`src/sv/cls_pkg.sv`:
```
`timescale 1ns / 1ps

package cls_pkg;

  // Field widths of the request and result beats.
  localparam int REQ_W  = 2;
  localparam int ID_W   = 10;
  localparam int XY_W   = 5;
  localparam int AC_W   = 6;
  localparam int STAT_W = 2;

  // Per-cell fill count, enough for up to seven slots.
  localparam int CNT_W  = 3;

  // The 3x3 block around a particle, indexed row-major from 0 to 8.
  localparam int NCELL  = 9;
  localparam int K_W    = 4;

  // Running result count and the cap on ids emitted by one query.
  localparam int N_W     = 6;
  localparam int MAX_OUT = 54;

  localparam logic [AC_W-1:0] AC_RESET = AC_W'(25);

  // Request codes.
  localparam logic [REQ_W-1:0] REQ_CLEAR  = 2'd0;
  localparam logic [REQ_W-1:0] REQ_INSERT = 2'd1;
  localparam logic [REQ_W-1:0] REQ_QUERY  = 2'd2;

  // Result status codes.
  localparam logic [STAT_W-1:0] ST_OK    = 2'd0;
  localparam logic [STAT_W-1:0] ST_DROP  = 2'd1;
  localparam logic [STAT_W-1:0] ST_EMPTY = 2'd2;

  // Commands from the controller to the datapath.
  typedef struct packed {
    logic              take_item;
    logic              clear_all;
    logic              ins_rd;
    logic              ins_wr;
    logic              pc_rd;
    logic              pc_take;
    logic              row_rd;
    logic              row_take;
    logic              row_skip;
    logic              emit_init;
    logic              slot_rd;
    logic              out_load_slot;
    logic              out_load_rsp;
    logic              rsp_set;
    logic [STAT_W-1:0] rsp_code;
  } cls_cmd_t;

  // Status from the datapath to the controller.
  typedef struct packed {
    logic [REQ_W-1:0] req;
    logic             ins_ok;
    logic             pid_ok;
    logic             cell_full;
    logic             row_ok;
    logic             row_last;
    logic             total_zero;
    logic             out_free;
    logic             last_pend;
  } cls_sts_t;

endpackage

```
`src/sv/cls_ctrl.sv`:
```
`timescale 1ns / 1ps

module cls_ctrl
  import cls_pkg::*;
(
  input  logic     clk,
  input  logic     rst_n,
  input  logic     in_valid,
  output logic     in_ready,
  input  cls_sts_t sts,
  output cls_cmd_t cmd
);

  typedef enum logic [9:0] {
    S_IDLE     = 10'b00_0000_0001,
    S_DISP     = 10'b00_0000_0010,
    S_INS_WR   = 10'b00_0000_0100,
    S_QRY_PC   = 10'b00_0000_1000,
    S_ROW      = 10'b00_0001_0000,
    S_ROW_TK   = 10'b00_0010_0000,
    S_EMIT_CHK = 10'b00_0100_0000,
    S_EMIT     = 10'b00_1000_0000,
    S_EMIT_LD  = 10'b01_0000_0000,
    S_RSP      = 10'b10_0000_0000
  } state_t;

  state_t state_r;
  state_t state_nxt;

  // Next-state and command decode.
  always_comb begin
    cmd       = '0;
    in_ready  = 1'b0;
    state_nxt = state_r;
    unique case (state_r)
      S_IDLE: begin
        in_ready = 1'b1;
        if (in_valid) begin
          cmd.take_item = 1'b1;
          state_nxt     = S_DISP;
        end
      end
      S_DISP: begin
        unique case (sts.req)
          REQ_CLEAR: begin
            cmd.clear_all = 1'b1;
            cmd.rsp_set   = 1'b1;
            cmd.rsp_code  = ST_OK;
            state_nxt     = S_RSP;
          end
          REQ_INSERT: begin
            if (sts.ins_ok) begin
              cmd.ins_rd = 1'b1;
              state_nxt  = S_INS_WR;
            end else begin
              cmd.rsp_set  = 1'b1;
              cmd.rsp_code = ST_DROP;
              state_nxt    = S_RSP;
            end
          end
          REQ_QUERY: begin
            if (sts.pid_ok) begin
              cmd.pc_rd = 1'b1;
              state_nxt = S_QRY_PC;
            end else begin
              cmd.rsp_set  = 1'b1;
              cmd.rsp_code = ST_EMPTY;
              state_nxt    = S_RSP;
            end
          end
          default: begin
            // Unused request code: no result.
            state_nxt = S_IDLE;
          end
        endcase
      end
      S_INS_WR: begin
        cmd.rsp_set = 1'b1;
        if (sts.cell_full) begin
          cmd.rsp_code = ST_DROP;
        end else begin
          cmd.ins_wr   = 1'b1;
          cmd.rsp_code = ST_OK;
        end
        state_nxt = S_RSP;
      end
      S_QRY_PC: begin
        cmd.pc_take = 1'b1;
        state_nxt   = S_ROW;
      end
      S_ROW: begin
        if (sts.row_ok) begin
          cmd.row_rd = 1'b1;
          state_nxt  = S_ROW_TK;
        end else begin
          cmd.row_skip = 1'b1;
          state_nxt    = sts.row_last ? S_EMIT_CHK : S_ROW;
        end
      end
      S_ROW_TK: begin
        cmd.row_take = 1'b1;
        state_nxt    = sts.row_last ? S_EMIT_CHK : S_ROW;
      end
      S_EMIT_CHK: begin
        if (sts.total_zero) begin
          cmd.rsp_set  = 1'b1;
          cmd.rsp_code = ST_EMPTY;
          state_nxt    = S_RSP;
        end else begin
          cmd.emit_init = 1'b1;
          state_nxt     = S_EMIT;
        end
      end
      S_EMIT: begin
        if (sts.out_free) begin
          cmd.slot_rd = 1'b1;
          state_nxt   = S_EMIT_LD;
        end
      end
      S_EMIT_LD: begin
        cmd.out_load_slot = 1'b1;
        state_nxt         = sts.last_pend ? S_IDLE : S_EMIT;
      end
      S_RSP: begin
        if (sts.out_free) begin
          cmd.out_load_rsp = 1'b1;
          state_nxt        = S_IDLE;
        end
      end
      default: begin
        state_nxt = S_IDLE;
      end
    endcase
  end

  // State register.
  always_ff @(posedge clk) begin
    if (!rst_n) begin
      state_r <= S_IDLE;
    end else begin
      state_r <= state_nxt;
    end
  end

endmodule

```
`config.mk`:
```
export PLATFORM = sky130hd
export DESIGN_NAME = cls_ctrl
export DESIGN_NICKNAME = d
export VERILOG_FILES = /design/src/sv/cls_pkg.sv /design/src/sv/cls_ctrl.sv
export SDC_FILE = /design/constraint.sdc
export NUM_CORES = 1
export LEC_CHECK = 0
export BUFFER_PORTS_ARGS = -buffer_cell sky130_fd_sc_hd__buf_4
export CORE_MARGIN = 2
export CORE_UTILIZATION = 50
export CTS_CLUSTER_DIAMETER = 40
export CTS_CLUSTER_SIZE = 40
export DETAILED_ROUTE_END_ITERATION = 16
export PLACE_DENSITY_LB_ADDON = 0.05
export SLEW_MARGIN = 10
export SYNTH_ARGS = -nofsm -noshare
export SYNTH_HDL_FRONTEND = slang
export SYNTH_SLANG_ARGS = --single-unit
```
`constraint.sdc`:
```
create_clock -name clk -period 3.3 [get_ports clk]
set_clock_uncertainty 0.2 [all_clocks]
set_input_delay 0.495 -clock clk [delete_from_list [all_inputs] [get_ports clk]]
set_output_delay 0.495 -clock clk [all_outputs]
set_load 0.01 [all_outputs]
```
After elaboration in Yosys (flattened, before gate mapping)
Cells that the tools add are included.
W data, S select, Z words.
{ "word_totals": {"ff_bits": 10, "in_bits": 13, "out_inout_bits": 17, "word_cells": 59} }
{ "op_classes": {"eq_ne": 15, "mux": 41, "n_reduce_logical": 2} }
{ "ops": {"columns": ["cell", "count"], "rows": [
  ["$pmux W10 S10", 1],
  ["$mux W10", 6],
  ["$pmux W10 S3", 1],
  ["$mux W1", 24],
  ["$pmux W3 S3", 2],
  ["$mux W7", 2],
  ["$eq A10 B1 Y1 const B", 1],
  ["$eq A10 B10 Y1 const B", 1],
  ["$eq A10 B2 Y1 const B", 1],
  ["$eq A10 B3 Y1 const B", 1],
  ["$eq A10 B4 Y1 const B", 1],
  ["$eq A10 B5 Y1 const B", 1],
  ["$eq A10 B6 Y1 const B", 1],
  ["$eq A10 B7 Y1 const B", 1],
  ["$eq A10 B8 Y1 const B", 1],
  ["$eq A10 B9 Y1 const B", 1],
  ["$mux W3", 3],
  ["$mux W8", 1],
  ["$ne A2 B2 Y1 const B", 3],
  ["$reduce_and A3 Y1", 1],
  ["$eq A2 B1 Y1 const B", 1],
  ["$eq A2 B2 Y1 const B", 1],
  ["$logic_not A2 Y1", 1],
  ["$mux W2", 1]
]} }

Longest topological paths before layout
{ "depth": {"depth_word": 3, "depth_mapped": 6, "depth_no_buf": 5} }

Worst setup path before layout
No wires, ideal clock.
{ "synth_timing": {"path_type": "reg2out", "from": "register state_r[7]", "to": "output port cmd[1] (netlist bit)", "arrival_time_ns": 1.871, "t_required_ns": 2.605, "path_slack_ns": 0.734, "stages_incl_launch_ff": 6, "n_path_buf": 1, "cell_sequence": "dfxtp_1 > or4_1 > or3_1 > buf_2 > or3_4 > o21ai_1"} }
{ "synth_rtl": {"columns": ["item", "line", "rtl"], "rows": [
  ["start, declared", "cls_ctrl.sv:27", "state_t state_r;"],
  ["start signal, assigned", "cls_ctrl.sv:141", "state_r <= state_nxt;"],
  ["end, declared", "cls_ctrl.sv:11", "output cls_cmd_t cmd"]
]} }

==> metrics.txt <==
drc violations=0; core area=1330 sq um; commonest non-fill, non-tap cell in the layout=buf_4; Sink Count=10; GRT Util Overall=22.6%; Leak Pwr=0.439 nW; RSZ-0062 raised after global routing=false; period utilization=89.4%; final-report setup violation count=0; worst rel slew slack=53.0%; Resized Gates After CTS=0; top flop regs=state_r x10; Post-Synthesis Cells=99; fill cell count=111; fraction of layout cells with a size suffix above 1=29.2%; Reg with most FFs=state_r; die width=42.4 um; Final WS setup=0.348 ns; synth warn=0; Worst-Margin Slew=0.695 ns; initial antenna violation count=0; HP Class=input pin to flip-flop; postcts setup bufs=0; HPWL after DPL=1560 um; largest net degree at the start of global routing=10; Crit. End Element=output pin; fin nets=144; pwr dens=306 nW/um^2; Port Buffers=29; Routed WL=1950 um; Rows=13; die extent in y=42.4 um; GRT overflow=0; Util after Layout=75.1%; Syn-to-layout area delta=35.8%; Via Count=841; Max Slew Vio Count=0; Reg clk slew, reported paths=0.07 ns; Worst EP required=2.60 ns; type of origin of the critical path=flip-flop; endpoints failing hold=0; Worst Path Class, Setup=flip-flop to output pin; CTS tree=yes; DRT iter0 DRCs=18; cts-stage hold buffer count=0; Period minus WS final=2.95 ns; Final TNS setup=0 ns; Initial Util=55.3%; Clock Tree Buf Depth=2; TritonCTS Buffers=3; Clk Latency, worst-skew pair=0.27 ns; WL/cell=13.5 um; synth unique cells=34; WP data arrival=2.26 ns; Via density=5.80; Max Freq=339 MHz; outcome=complete, no violations; Final ANT Viol Nets=0; DIE AREA=1800 sq um; DP Worst Slack=0.646 ns; vias in the first global route=751; gp weighted congestion=0.853; global-route wire length before repair=3190 um; DRT Pass-1 Iters=4; Syn Nets=112; CTS Root Cell=clkbuf_4; I/O Pins=30; H-tree depth=1; max reg flops=10; Seq cells post-synth=10; ANT cells=0; max-cap violations=0; Post-Syn Area=738 sq um; Peak VDD IR=0.000269 V; sequential-to-total area share from yosys stat=27.1%; most frequent cells in the layout=buf_4, nor2_1, dfxtp_1; crit-path max FO=8; syn_area_per_cell=7.46 sq um
cells by family (layout without fill, tap and decap cells):
logic type / after synthesis / after routing / share of synthesized area, %
compound gates: 18 / 18 / 16.1
mux: 1 / 1 / 1.53
simple gates: 60 / 60 / 49.3
flops: 10 / 10 / 27.1
xor+xnor: 1 / 1 / 1.19
buf+inv: 9 / 40 / 4.75
critical path, cell delays in order (launching register included):
cell,delay [ns]
dfxtp_1,0.37
or4_1,0.50
or3_1,0.42
or3_4,0.43
o21ai_1,0.14
buf_4,0.13
worst paths after layout:
| check | startpoint | endpoint | slack [ns] | depth (start not counted) |
|---|---|---|---|---|
| hold / removal | sts[3] | state_r[6] | 0.25 | 3 |
| setup reg to reg | state_r[0] | state_r[0] | 1.10 | 5 |
| setup / recovery | state_r[7] | cmd[1] | 0.35 | 5 |
| hold reg to reg | state_r[4] | state_r[5] | 0.46 | 2 |
layout make-up:
| cell class | instances | area [sq um] | area share [%] |
|---|---|---|---|
| Clock buffer | 4 | 36.3 | 3.62 |
| Sequential cell | 10 | 200 | 20.0 |
| Multi-Input combinational cell | 80 | 503 | 50.2 |
| Inverter | 7 | 26.3 | 2.62 |
| Tap cell | 15 | 18.8 | 1.87 |
| Timing Repair Buffer | 29 | 218 | 21.7 |
cell usage after synthesis:
master | n | area, sq um
or3_4 | 1 | 11.3
nor3_2 | 2 | 20.0
and4_1 | 4 | 35.0
and2_1 | 3 | 18.8
nor2_1 | 12 | 45.0
a21oi_1 | 1 | 5.00
nor4b_1 | 3 | 26.3
mux2_2 | 1 | 11.3
buf_1 | 1 | 3.75
o311ai_0 | 2 | 17.5
o31a_1 | 1 | 8.76
inv_1 | 7 | 26.3
nor2b_1 | 3 | 18.8
o21a_1 | 2 | 15.0
nand2b_1 | 5 | 31.3
nor4_1 | 2 | 12.5
and3_1 | 4 | 25.0
nand4_1 | 1 | 6.26
nand2_1 | 6 | 22.5
dfxtp_1 | 10 | 200
a31oi_1 | 2 | 12.5
a211oi_1 | 1 | 7.51
nand3_1 | 2 | 10.0
buf_2 | 1 | 5.00
o32a_1 | 1 | 10.0
o21ai_1 | 3 | 15.0
o21ai_0 | 4 | 20.0
or4_1 | 1 | 7.51
xor2_1 | 1 | 8.76
or3_1 | 3 | 18.8
nor3_1 | 5 | 25.0
nor4b_2 | 1 | 15.0
nor3b_1 | 2 | 15.0
a22oi_1 | 1 | 7.51
metal layers:
layer | vias up | wire length, um | global-route usage, % | share of wire, %
met5 | - | 0 | 0 | 0
met4 | 0 | 17 | 3.75 | 0.87
met3 | 2 | 107 | 6.90 | 5.5
met2 | 22 | 934 | 38.5 | 48
met1 | 390 | 894 | 28.4 | 46
li1 | 427 | - | - | -
power breakdown:
group          internal (mW)  leakage [nW]  switching (mW)
clock network         0.0670        0.0210          0.0468
logic                 0.0304         0.337          0.0341
registers              0.123        0.0810         0.00469
total                  0.221         0.439          0.0856
metrics by stage:
step                cells  total power [mW]  area (sq um)  hold slack, ns
floorplan              99             0.167           738           0.350
global placement      141             0.193           966           0.414
detailed placement    141             0.195           966           0.437
CTS                   145             0.310          1000           0.246
global route          145             0.320          1000           0.265
finish                145             0.306          1000           0.255
No activity file was read; power rests on OpenSTA's default activity.
